File: config.mk
export PLATFORM = sky130hd
export DESIGN_NAME = sector_ring_flow_controller
export DESIGN_NICKNAME = d
export VERILOG_FILES = /design/src/rtl/srfc_pkg.sv /design/src/rtl/srfc_core.sv /design/src/rtl/sector_ring_flow_controller.sv
export SDC_FILE = /design/constraint.sdc
export NUM_CORES = 1
export LEC_CHECK = 0
export ABC_CLOCK_PERIOD_IN_PS = 8100
export BUFFER_PORTS_ARGS = -buffer_cell sky130_fd_sc_hd__buf_2
export CORE_AREA = 3 3 171 123
export CTS_CLUSTER_SIZE = 20
export DETAILED_ROUTE_END_ITERATION = 16
export DIE_AREA = 0 0 174 126
export GPL_ROUTABILITY_DRIVEN = 0
export PLACE_DENSITY = 0.75
export SYNTH_ARGS = -nofsm -noshare
export SYNTH_HDL_FRONTEND = slang
export SYNTH_SLANG_ARGS = --single-unit
File: constraint.sdc
create_clock -name aclk -period 8.1 [get_ports aclk]
set_clock_uncertainty 0.1 [all_clocks]
set_input_delay 0 -clock aclk [delete_from_list [all_inputs] [get_ports aclk]]
set_output_delay 0 -clock aclk [all_outputs]
set_load 0.1 [all_outputs]
File: src/rtl/srfc_pkg.sv
// Shared types and constants for the sector ring flow controller.
// No dependencies; every other file in rtl uses this package by scoped name.
package srfc_pkg;

    // configuration register indexes
    localparam logic [1:0] CFG_START_LBA      = 2'd0;
    localparam logic [1:0] CFG_SECTOR_COUNT   = 2'd1;
    localparam logic [1:0] CFG_DECRYPT_ENABLE = 2'd2;

    // input item kinds
    localparam logic KIND_START = 1'b0;
    localparam logic KIND_POLL  = 1'b1;

    typedef enum logic [1:0] {
        PH_IDLE   = 2'd0,
        PH_STREAM = 2'd1,
        PH_DRAIN  = 2'd2,
        PH_FINAL  = 2'd3
    } phase_t;

    typedef struct packed {
        logic kind;
        logic usb_tx_flag;
        logic emmc_gap_flag;
        logic emmc_done_flag;
    } in_item_t;

    typedef struct packed {
        logic        nak_endpoint;
        logic        ack_tx;
        logic        send_now;
        logic [7:0]  tx_slot;
        logic [15:0] send_index;
        logic        crypt_now;
        logic [7:0]  crypt_slot;
        logic [31:0] crypt_lba;
        logic        ack_emmc;
        logic [7:0]  next_fill_slot;
        logic        release_gap;
        logic        finished;
    } out_item_t;

    typedef struct packed {
        logic [31:0] start_lba;
        logic [15:0] sector_count;
        logic        decrypt_enable;
    } cfg_t;

endpackage

File: src/rtl/srfc_core.sv
// Ring state registers and the per-transaction update logic.
// Depends on srfc_pkg.
module srfc_core #(
    parameter int RING_SLOTS = 64
) (
    input  logic                aclk,
    input  logic                aresetn,
    input  logic                advance,
    input  srfc_pkg::in_item_t  item,
    input  srfc_pkg::cfg_t      cfg,
    output srfc_pkg::out_item_t result
);

    localparam logic [15:0] LevelLimit = 16'(RING_SLOTS - 2);
    localparam logic [8:0]  SlotLimit  = 9'(RING_SLOTS);

    srfc_pkg::phase_t phase_reg, phase_next;
    logic [15:0] filled_reg, filled_next;
    logic [15:0] sent_reg, sent_next;
    logic [7:0]  fill_slot_reg, fill_slot_next;
    logic [7:0]  drain_slot_reg, drain_slot_next;
    logic        paused_reg, paused_next;
    logic        first_reg, first_next;

    function automatic logic [7:0] slot_after(input logic [7:0] s);
        logic [8:0] n;
        n = {1'b0, s} + 9'd1;
        return (n >= SlotLimit) ? 8'd0 : n[7:0];
    endfunction

    always_ff @(posedge aclk) begin
        if (!aresetn) begin
            phase_reg      <= srfc_pkg::PH_IDLE;
            filled_reg     <= '0;
            sent_reg       <= '0;
            fill_slot_reg  <= '0;
            drain_slot_reg <= '0;
            paused_reg     <= 1'b0;
            first_reg      <= 1'b1;
        end else if (advance) begin
            phase_reg      <= phase_next;
            filled_reg     <= filled_next;
            sent_reg       <= sent_next;
            fill_slot_reg  <= fill_slot_next;
            drain_slot_reg <= drain_slot_next;
            paused_reg     <= paused_next;
            first_reg      <= first_next;
        end
    end

    always_comb begin
        logic        safe;
        logic [15:0] level;
        phase_next      = phase_reg;
        filled_next     = filled_reg;
        sent_next       = sent_reg;
        fill_slot_next  = fill_slot_reg;
        drain_slot_next = drain_slot_reg;
        paused_next     = paused_reg;
        first_next      = first_reg;
        result          = '0;
        safe            = (filled_reg > 16'd1) && (sent_reg < (filled_reg - 16'd1));
        level           = '0;

        if (item.kind == srfc_pkg::KIND_START) begin
            // restart: abort anything in flight silently
            phase_next      = srfc_pkg::PH_STREAM;
            filled_next     = '0;
            sent_next       = '0;
            fill_slot_next  = '0;
            drain_slot_next = '0;
            paused_next     = 1'b0;
            first_next      = 1'b1;
        end else begin
            case (phase_reg)
                srfc_pkg::PH_STREAM: begin
                    result.nak_endpoint = item.usb_tx_flag;
                    // send side first, one sector behind the fill side
                    if (safe && (item.usb_tx_flag || first_reg)) begin
                        result.ack_tx     = 1'b1;
                        result.send_now   = 1'b1;
                        result.tx_slot    = drain_slot_reg;
                        result.send_index = sent_reg;
                        first_next        = 1'b0;
                        sent_next         = sent_reg + 16'd1;
                        drain_slot_next   = slot_after(drain_slot_reg);
                        if (paused_reg) begin
                            paused_next        = 1'b0;
                            result.release_gap = 1'b1;
                        end
                    end
                    if (item.emmc_gap_flag || item.emmc_done_flag) begin
                        if (cfg.decrypt_enable) begin
                            result.crypt_now  = 1'b1;
                            result.crypt_slot = fill_slot_reg;
                            result.crypt_lba  = cfg.start_lba + {16'd0, filled_reg};
                        end
                        result.ack_emmc = 1'b1;
                        filled_next     = filled_reg + 16'd1;
                    end
                    if (item.emmc_gap_flag) begin
                        fill_slot_next        = slot_after(fill_slot_reg);
                        result.next_fill_slot = fill_slot_next;
                        level                 = filled_next - sent_next;
                        if (level < LevelLimit) begin
                            result.release_gap = 1'b1;
                        end else begin
                            paused_next = 1'b1;
                        end
                    end else if (item.emmc_done_flag) begin
                        // hold the fill slot on the last sector
                        result.next_fill_slot = fill_slot_reg;
                        phase_next            = srfc_pkg::PH_DRAIN;
                    end
                end
                srfc_pkg::PH_DRAIN: begin
                    if (sent_reg != filled_reg) begin
                        result.nak_endpoint = item.usb_tx_flag;
                        if (item.usb_tx_flag || first_reg) begin
                            result.ack_tx     = 1'b1;
                            result.send_now   = 1'b1;
                            result.tx_slot    = drain_slot_reg;
                            result.send_index = sent_reg;
                            first_next        = 1'b0;
                            sent_next         = sent_reg + 16'd1;
                            drain_slot_next   = slot_after(drain_slot_reg);
                        end
                        if (sent_next == filled_reg) begin
                            phase_next = srfc_pkg::PH_FINAL;
                        end
                    end else begin
                        phase_next = srfc_pkg::PH_FINAL;
                    end
                end
                default: begin
                end
            endcase

            // final send-complete ends the transfer
            if (phase_next == srfc_pkg::PH_FINAL && !result.send_now &&
                item.usb_tx_flag) begin
                result.nak_endpoint = 1'b1;
                result.ack_tx       = 1'b1;
                result.finished     = 1'b1;
                phase_next          = srfc_pkg::PH_IDLE;
            end
        end
    end

endmodule

File: src/rtl/sector_ring_flow_controller.sv
// Top level: configuration registers, input register, result register.
// Depends on srfc_pkg and srfc_core.
//
//   port group     dir   handshake        payload
//   s_*            in    s_valid/s_ready  srfc_pkg::in_item_t  (one per transaction)
//   m_*            out   m_valid/m_ready  srfc_pkg::out_item_t (one per input)
//   cfg_*          in    cfg_wr_en        cfg_index, cfg_wr_data
//
// A transaction lands in the input register and its result is loaded into the result
// register once that is empty or being taken, which raises m_valid; one transaction per
// cycle is sustained while m_ready holds high, set by the single state update between
// the input and result registers. Reset (aresetn low, synchronous) empties both registers
// and clears the ring state and configuration. A stalled m_ready holds the result; the
// input register still takes one more transaction behind it.
module sector_ring_flow_controller #(
    parameter int RING_SLOTS = 64
) (
    input  logic                aclk,
    input  logic                aresetn,
    input  logic                s_valid,
    output logic                s_ready,
    input  srfc_pkg::in_item_t  s_data,
    output logic                m_valid,
    input  logic                m_ready,
    output srfc_pkg::out_item_t m_data,
    input  logic                cfg_wr_en,
    input  logic [1:0]          cfg_index,
    input  logic [31:0]         cfg_wr_data
);

    srfc_pkg::cfg_t      cfg_reg;
    srfc_pkg::in_item_t  in_reg;
    logic                in_valid_reg;
    srfc_pkg::out_item_t out_reg;
    logic                out_valid_reg;
    srfc_pkg::out_item_t result;
    logic                advance;

    assign advance = in_valid_reg && (!out_valid_reg || m_ready);
    assign s_ready = !in_valid_reg || advance;
    assign m_valid = out_valid_reg;
    assign m_data  = out_reg;

    always_ff @(posedge aclk) begin
        if (!aresetn) begin
            cfg_reg <= '0;
        end else if (cfg_wr_en) begin
            case (cfg_index)
                srfc_pkg::CFG_START_LBA:      cfg_reg.start_lba      <= cfg_wr_data;
                srfc_pkg::CFG_SECTOR_COUNT:   cfg_reg.sector_count   <= cfg_wr_data[15:0];
                srfc_pkg::CFG_DECRYPT_ENABLE: cfg_reg.decrypt_enable <= cfg_wr_data[0];
                default: begin
                end
            endcase
        end
    end

    always_ff @(posedge aclk) begin
        if (!aresetn) begin
            in_valid_reg  <= 1'b0;
            out_valid_reg <= 1'b0;
        end else begin
            if (s_ready) begin
                in_valid_reg <= s_valid;
            end
            if (advance) begin
                out_valid_reg <= 1'b1;
            end else if (m_ready) begin
                out_valid_reg <= 1'b0;
            end
        end
    end

    always_ff @(posedge aclk) begin
        if (s_valid && s_ready) begin
            in_reg <= s_data;
        end
        if (advance) begin
            out_reg <= result;
        end
    end

    srfc_core #(
        .RING_SLOTS(RING_SLOTS)
    ) u_core (
        .aclk   (aclk),
        .aresetn(aresetn),
        .advance(advance),
        .item   (in_reg),
        .cfg    (cfg_reg),
        .result (result)
    );

endmodule

# --- After elaboration in Yosys (flattened, before gate mapping) ---
# Index checks and enable logic that the tools add are counted.
op_classes:
  add_sub_neg: 7
  n_lt_le_gt_ge: 5
  n_eq_ne: 12
  muxes: 60
  n_reduce_logical: 24
ops:
  columns: ["operator", "n"]
  rows:
  - ["$mux 16", 14]
  - ["$mux 8", 11]
  - ["$mux 27", 2]
  - ["$pmux 27 s2", 1]
  - ["$mux 26", 2]
  - ["$mux 41", 1]
  - ["$add 16x1->16 const B", 2]
  - ["$add 32x16->32", 1]
  - ["$pmux 16 s2", 1]
  - ["$add 8x1->9 const B", 2]
  - ["$ge 9x7->1 const B", 2]
  - ["$mux 1", 17]
  - ["$eq 16x16->1", 1]
  - ["$gt 16x1->1 const B", 1]
  - ["$lt 16x16->1", 1]
  - ["$lt 16x6->1 const B", 1]
  - ["$mux 2", 8]
  - ["$ne 16x16->1", 1]
  - ["$pmux 8 s2", 1]
  - ["$sub 16x1->16 const B", 1]
  - ["$sub 16x16->16", 1]
  - ["$ne 3x2->1 const B", 3]
  - ["$reduce_and 3->1", 3]
  - ["$reduce_and 2->1", 4]
  - ["other kinds (14)", 26]
totals:
  reg_bits: 170
  out_inout_bits: 81

# --- Logic depth before layout (Yosys ltp) ---
# Gate-level depths: netlist of the first run.
logic_depth:
  word_depth: 15
  depth_mapped: 29

# --- By module ---
# From an unflattened synthesis of the first run, not the netlist that was laid out.
hier_totals:
  cells_unflattened: 1250
  area_unflattened_um2: 11519.8
modules_own_cells:
  columns: ["module", "instances", "cells_per_inst", "area_per_inst_um2", "seq_area_each_um2"]
  rows:
  - ["srfc_core", 1, 961, 7009.2, 1041.0]
  - ["sector_ring_flow_controller", 1, 289, 4510.6, 3513.4]

# --- Worst setup path after synthesis of the first run ---
# OpenSTA, ideal clock, no wires.
synth_timing:
  kind: "reg-to-reg"
  from: "reg u_core.filled_reg[1]"
  to: "reg u_core.paused_reg"
  setup_ns: 0.126
  t_arrival_ns: 5.626
  t_required_ns: 7.874
  setup_slack_ns: 2.248
  path_stages_with_launch: 30
  path_buffers: 2
  period_less_slack_ns: 5.852
  cell_sequence: "dfxtp_1 -> clkbuf_1 -> inv_1 -> ha_1 -> nand3_1 -> or2_2 -> nor4_1 -> xnor2_1 -> ha_1 -> nand4_1 -> or3_1 -> o22ai_1 -> nor3_1 -> clkbuf_1 -> ha_1 -> inv_1 -> a21oi_1 -> inv_1 -> fa_1 -> a21oi_1 -> nor2b_1 -> o211ai_1 -> o211ai_1 -> a22oi_1 -> nor3b_1 -> mux2i_1 -> nand4_1 -> a2111o_1 -> a311oi_1 -> o31ai_1"
synth_between:
  elab_chain_len: 13
synth_lines:
  columns: ["element", "line_no", "source"]
  rows:
  - ["from (decl)", "srfc_core.sv:18", "logic [15:0] filled_reg, filled_next;"]
  - ["from (signal assigned)", "srfc_core.sv:42", "filled_reg <= filled_next;"]
  - ["$sub 16x1->16", "srfc_core.sv:62", "safe = (filled_reg > 16'd1) && (sent_reg < (filled_reg - 16'd1));"]
  - ["$lt 16x16->1", "srfc_core.sv:62", null]
  - ["$logic_and 1x1->1", "srfc_core.sv:62", null]
  - ["$logic_and 1x1->1", "srfc_core.sv:79", "if (safe && (item.usb_tx_flag || first_reg)) begin"]
  - ["$mux 16", "srfc_core.sv:79", null]
  - ["$mux 16", "srfc_core.sv:75", "case (phase_reg)"]
  - ["$mux 16", "srfc_core.sv:65", "if (item.kind == srfc_pkg::KIND_START) begin"]
  - ["$sub 16x16->16", "srfc_core.sv:104", "level = filled_next - sent_next;"]
  - ["$lt 16x6->1", "srfc_core.sv:105", "if (level < LevelLimit) begin"]
  - ["$mux 1", "srfc_core.sv:105", null]
  - ["$mux 1 (*)", "srfc_core.sv:101", "if (item.emmc_gap_flag) begin"]
  - ["$mux 1 (*)", "srfc_core.sv:75", null]
  - ["$mux 1 (*)", "srfc_core.sv:65", null]
  - ["to (signal assigned)", "srfc_core.sv:46", "paused_reg <= paused_next;"]
  - ["to (decl)", "srfc_core.sv:22", "logic paused_reg, paused_next;"]
# Every way passes the cells marked *; elsewhere a longest branch is shown, timed or not. The select of a mux whose other input is x is not followed.
# A chain may end at the register's enable or synchronous reset.

# --- Worst setup path in the final report of the first run ---
layout_timing:
  from: "reg u_core.filled_reg[6]"
  to: "reg u_core.paused_reg"
# The elaborated chain is that of the path after synthesis.

==> results_dict.tcl, run 1 <==
set metrics [dict create \
    outcome "completed" \
    avgRoutedWirePerCell_um 17.0 \
    synth_compound_area_share_pct 17.0 \
    final_area_um2 12500 \
    synth.avg_cell_area_um2 8.74 \
    path_buf_inv 3 \
    syn_area_um2 10700 \
    syn-num-nets 1326 \
    max_freq_mhz 150 \
    cts-root-buf "clkbuf_16" \
    synth.distinct_cells 71 \
    cts_hold_buf 41 \
    die_y_um 126 \
    htreeDepth 4 \
    ant_nets 0 \
    synthXorXnorAreaFrac_pct 7.73 \
    core_area_um2 19600 \
    clk_latency_ps 430 \
    grt_use_met1_pct 35.4 \
    slew_headroom_pct 32.3 \
    numCtsBuffers 17 \
    crit_type "reg2reg" \
    power.density_nw_per_um2 164 \
    layout.cells.non_filler 1625 \
    routed_wirelength_um 27600 \
    total_leakage_power_nw 4.97 \
    synth-simple-area-share_pct 23.2 \
    min_path_type "in2reg" \
    die-area_um2 21900 \
    final_common_cell "nand2_1" \
    nets 1446 \
    cts_buffer_depth 2 \
    drc 0 \
    muxShareOfSynthArea_pct 1.14 \
    clock-sinks 170 \
    syn_inst 1222 \
    worst_pin_slew_ps 1010 \
    vdd.ir_drop.worst_v 0.000143 \
    required_ps 8300 \
    grt_pass1_wl_um 44200 \
    drive_gt1_share_pct 13.8 \
    post-place-ws_ps 1630 \
    end_kind "flip-flop" \
    fin_crit_ps 6690 \
    hold_violations 0 \
    io_pins 124 \
    first_pass_iters 5 \
    vias 9363 \
    maxCapViolations 0 \
    cp_max_fo 16 \
    grt_use_total_pct 24.7 \
    path_clk_slew_ps 70 \
    setup_tns_ps 0 \
    largest_register_ffs 79 \
    cts_setup_buffers 0 \
    synth_adder_area_share_pct 7.29 \
    startpoint_type "flip-flop" \
    place_area_um2 11400 \
    synth_top_family_by_area "simple AND/OR/NAND/NOR gates" \
    ys_ff_latch 170 \
    areaGrowthSynthToFinish_pct 16.6 \
    use_met3_pct 6.09 \
    grt_busiest_layer "met2" \
    drt-initial-drc-count 833 \
    post-place-cells 1552 \
    async_reset_ff_share_pct 0 \
    row_count 43 \
    io_buffers 123 \
    vias_per_cell 5.76 \
    yosysWarningCount 0 \
    cts-resized-gates 0 \
    rsz0062_at_grt "no" \
    cpPeakStageDelay_ps 470 \
    initial_core_util_pct 54.5 \
    crit_family "simple AND/OR/NAND/NOR gates" \
    grt_use_met2_pct 37.0 \
    timing.final.crit_share_pct 82.6 \
    holdWs_ps 71.4 \
    ys_seq_area_share_pct 39.6 \
    final_cell_mix "nand2_1 (157), buf_2 (123), nor2_1 (95), dfxtp_1 (87), edfxtp_1 (83)" \
    hpwlAfterDp_um 19500 \
    yosys_most_used_dff "dfxtp_1" \
    grt_max_degree 85 \
    setup_viol 0 \
    synth_edf_count 83 \
    antenna_found_initial 0 \
    cts_tree "done" \
    grt_pass1_vias 8594 \
    overflow 0 \
    crit_arrival_ps 6890 \
    diodes 0 \
    cp_slowest_cell "dfxtp_1" \
    final_max_slew_viol_count 0 \
    finalWorstSetupSlack_ps 1410 \
    die_w_um 174 \
]
through the flow:
stage                     total power, mW  util (%)
after floorplan                      1.14         -
after global placement               1.19      58.4
after detailed placement             1.19      58.4
after CTS                            2.06      63.6
after global routing                 2.11      63.6
final                                2.05      63.6
path summary, 6_finish.rpt:
path | from | end | slack [ps] | cells past startpoint
max | u_core.filled_reg[6] | u_core.paused_reg | 1410 | 27
min | cfg_index[0] | cfg_reg[39] | 70 | 5
min reg2reg | cfg_reg[27] | cfg_reg[27] | 370 | 2
max reg2reg | u_core.filled_reg[6] | u_core.paused_reg | 1410 | 27
worst min-delay path, cell delays in order:
cell,delay [ps]
buf_2,100
nor3b_2,50
buf_4,240
nand2_1,110
a21boi_0,60
metal layers:
layer,wire [µm],part of all wire (%)
met1,13000,47
met2,11900,43
met3,2200,8.0
met4,543,2.0
met5,0,0
synthesized netlist by cell type, drive strengths merged, types with 3 or more instances:
cell type,count,area [µm²]
a211oi,3,27.5
a21boi,56,420
a21o,6,45.0
a21oi,60,300
a22oi,13,97.6
a31oi,11,68.8
and2,41,257
and3,31,194
buf,10,57.6
clkbuf,64,240
dfxtp,87,1740
edfxtp,83,2490
ha,59,738
inv,35,131
mux2i,11,110
nand2,157,589
nand2b,15,93.8
nand3,32,160
nand3b,3,22.5
nand4,15,100
nor2,95,357
nor2b,33,206
nor3,31,160
nor3b,3,22.5
nor4,14,121
o211ai,13,103
o21a,12,90.1
o21ai,72,360
o21bai,4,30.0
o22ai,3,18.8
o31ai,7,57.6
or2,6,37.5
or3,13,81.3
xnor2,51,447
xor2,38,333
where the power goes:
| part | switching [mW] | leakage (nW) | internal [mW] |
|---|---|---|---|
| sequential | 0.0128 | 1.47 | 0.925 |
| clock | 0.380 | 0.298 | 0.479 |
| combinational | 0.196 | 3.21 | 0.0564 |
cell families (layout without fill, tap and decap cells):
group / Yosys count / after routing
xor gates and xnor gates: 91 / 91
muxes: 12 / 12
and+or+nand+nor: 497 / 497
DFF: 170 / 170
adders and majority gates: 61 / 61
AOI/OAI and AO/OA: 281 / 281
buffers and inverters: 110 / 243
layout make-up:
| type | instances | area (µm²) |
|---|---|---|
| Fill cell | 1659 | 7120 |
| Multi-Input combinational cell | 942 | 6020 |
| Sequential cell | 170 | 4230 |
| Timing Repair Buffer | 175 | 1110 |
| Clock buffer | 19 | 443 |
| Tap cell | 270 | 338 |
| Clock inverter | 13 | 179 |
| Inverter | 36 | 136 |
Note: power is estimated with default switching activity, not from simulation.
==> run 2: changes to the inputs <==
Settings changed: ABC_AREA set to 1, ABC_CLOCK_PERIOD_IN_PS 8100 to 6000, CORE_AREA 3 3 171 123 to 3 3 173 124, DIE_AREA 0 0 174 126 to 0 0 176 127, PLACE_DENSITY 0.75 to 0.77.
Clock period 8.1 ns to 6 ns, I/O delays scaled along.
==> run 2 against run 1 <==
Area after synthesis increased by 0.11%. Wire length rose by 7.0%. Combinational power grew 60%. Maximum frequency increased by 24%. Die area rose by 2.0%. Clock-buffer cell count is 1 lower. Total power rose by 38%. Sequential share of layout area down 0.075 points. Final area up 0.22%. Register-to-register slack lost 800 ps. Critical path type unchanged. Critical endpoint is now m_data[1]. Largest cell class unchanged. Highest routed layer is now met5.
==> results_dict.tcl, run 2 <==
set metrics [dict create \
    crit_path_frequent_cell "nand2_1" \
    synth.distinct_cells 52 \
    first_pass_iters 6 \
    overflow 0 \
    cp_max_fo 13 \
    grt_max_degree 82 \
    row_count 43 \
    fill_cells 1704 \
    rsz0062_at_grt "no" \
    power.density_nw_per_um2 226 \
    cpPeakStageDelay_ps 400 \
    final_cell_mix "nand2_1 (312), inv_1 (146), nor2_1 (144), a21oi_1 (127), buf_2 (123)" \
    min_path_type "in2reg" \
    nets 1658 \
    total_leakage_power_nw 5.64 \
    path_buf_inv 2 \
    synth_edf_count 83 \
    core_area_um2 19900 \
    yosysMostFrequentCell "nand2_1" \
    yosysWarningCount 0 \
    cp_slowest_cell "dfxtp_1" \
    vias_per_cell 5.51 \
    maxCapViolations 0 \
    htreeDepth 4 \
    path_clk_slew_ps 70 \
    ant_nets 0 \
    clock-sinks 170 \
    crit_family "simple AND/OR/NAND/NOR gates" \
    die-area_um2 22400 \
    final_common_cell "nand2_1" \
    syn-num-nets 1518 \
    max_freq_mhz 185 \
    numCtsBuffers 17 \
    drive_gt1_share_pct 14.0 \
    crit_type "reg2reg" \
    crit_arrival_ps 5580 \
    avgRoutedWirePerCell_um 16.1 \
    cts-root-buf "clkbuf_16" \
    drt-initial-drc-count 1230 \
    hold_violations 0 \
    syn_area_um2 10700 \
    yosys_most_used_dff "dfxtp_1" \
    timing.final.crit_share_pct 89.9 \
    yosys-top-cells-area "edfxtp_1 (23%), dfxtp_1 (16%), nand2_1 (11%)" \
    io_buffers 123 \
    vdd.ir_drop.worst_v 0.000199 \
    largest_register_ffs 79 \
    holdWs_ps 76.5 \
    post-synth-top-area-cell "edfxtp_1" \
    slew_headroom_pct 11.1 \
    antenna_found_initial 1 \
    final_max_slew_viol_count 0 \
    hpwlAfterDp_um 20700 \
    diodes 0 \
    die_y_um 127 \
    io_pins 124 \
    outcome "completed" \
    async_reset_ff_share_pct 0 \
    grt_use_total_pct 26.2 \
    synth_common_cells "nand2_1 (313), inv_1 (148), nor2_1 (146)" \
    required_ps 6190 \
    end_kind "flip-flop" \
    routed_wirelength_um 29600 \
    setup_viol 0 \
    grt_pass1_wl_um 47100 \
    netlist.area_leader.share_pct 23.3 \
    setup_tns_ps 0 \
    cts_buffer_depth 2 \
    worst_pin_slew_ps 1330 \
    fin_crit_ps 5390 \
    clk_latency_ps 440 \
    syn_inst 1414 \
    ys_seq_area_share_pct 39.6 \
    grt_pass1_vias 9319 \
    ys_ff_latch 170 \
    die_w_um 176 \
    power.total_mw 2.82 \
    drc 0 \
    synth.avg_cell_area_um2 7.56 \
    cts_tree "done" \
    vias 10100 \
    areaGrowthSynthToFinish_pct 16.8 \
    startpoint_type "flip-flop" \
    initial_core_util_pct 53.9 \
]
[run 2: cell types whose count changed in the layout (fill, tap and decap cells not counted), moves of 33 or more]
| cell | delta |
|---|---|
| a21boi_0 | -53 |
| a21oi_1 | +67 |
| and2_1 | -41 |
| inv_1 | +112 |
| nand2_1 | +155 |
| nand3_1 | +41 |
| nor2_1 | +49 |
| nor2b_1 | -33 |
| xnor2_1 | -47 |
[run 2: cell type report]
| type | count | area, µm² | area share [%] |
|---|---|---|---|
| Clock inverter | 14 | 168 | 1.34 |
| Tap cell | 270 | 338 | 2.71 |
| Clock buffer | 18 | 429 | 3.44 |
| Timing Repair Buffer | 172 | 1090 | 8.76 |
| Inverter | 167 | 641 | 5.13 |
| Multi-Input combinational cell | 1026 | 5580 | 44.7 |
| Sequential cell | 170 | 4230 | 33.9 |
[run 2: path summary, 6_finish.rpt]
path / start / to / slack [ps] / cells after the start
hold reg to reg: cfg_reg[0] / cfg_reg[0] / 350 / 2
hold / removal: cfg_index[1] / cfg_reg[48] / 80 / 5
setup reg to reg: u_core.filled_reg[1] / m_data[1] / 610 / 33
setup / recovery: u_core.filled_reg[1] / m_data[1] / 610 / 33
[run 2: routing by layer]
| metal | track usage (%) | vias up | wire [µm] |
|---|---|---|---|
| li1 | - | 4998 | - |
| met1 | 37.5 | 4553 | 13400 |
| met2 | 39.1 | 508 | 12400 |
| met3 | 6.15 | 59 | 2920 |
| met4 | 8.93 | 2 | 757 |
| met5 | 0 | - | 13 |
[run 2: timing repair]
item,in CTS,in global routing
endpoints found under the hold margin,44,0
resized for setup,0,7
setup endpoints to repair,0,2
setup buffers,0,0
hold buffers,44,0
[run 2: power breakdown]
part / internal (mW) / leakage, nW / total, mW / switching [mW]
Combinational: 0.0948 / 3.85 / 0.402 / 0.307
Sequential: 1.25 / 1.50 / 1.28 / 0.0218
Clock: 0.657 / 0.286 / 1.14 / 0.486
Total: 2.01 / 5.64 / 2.82 / 0.815
[run 2: cells by family after synthesis]
logic type	share of synthesized area [%]
simple gates	25.3
fa+ha+maj	7.28
flops	39.6
buf+inv	8.45
xor+xnor	4.75
compound gates	14.6
[run 2: metrics by stage]
stage / worst slack [ps] / instance area, µm² / utilization, % / cells
after floorplan: 974 / 10700 / - / 1414
after CTS: 316 / 12500 / 62.8 / 1836
after global routing: 17.3 / 12500 / 62.9 / 1837
final: 608 / 12500 / 62.9 / 1837
after detailed placement: 349 / 11400 / 57.6 / 1760
after global placement: 636 / 11400 / 57.6 / 1760
[run 2: worst min-delay path, delay by kind of cell]
| family | cells | cell delay [ps] |
|---|---|---|
| buffers and inverters | 2 | 300 |
| AOI/OAI and AO/OA | 1 | 170 |
| and+or+nand+nor | 2 | 100 |
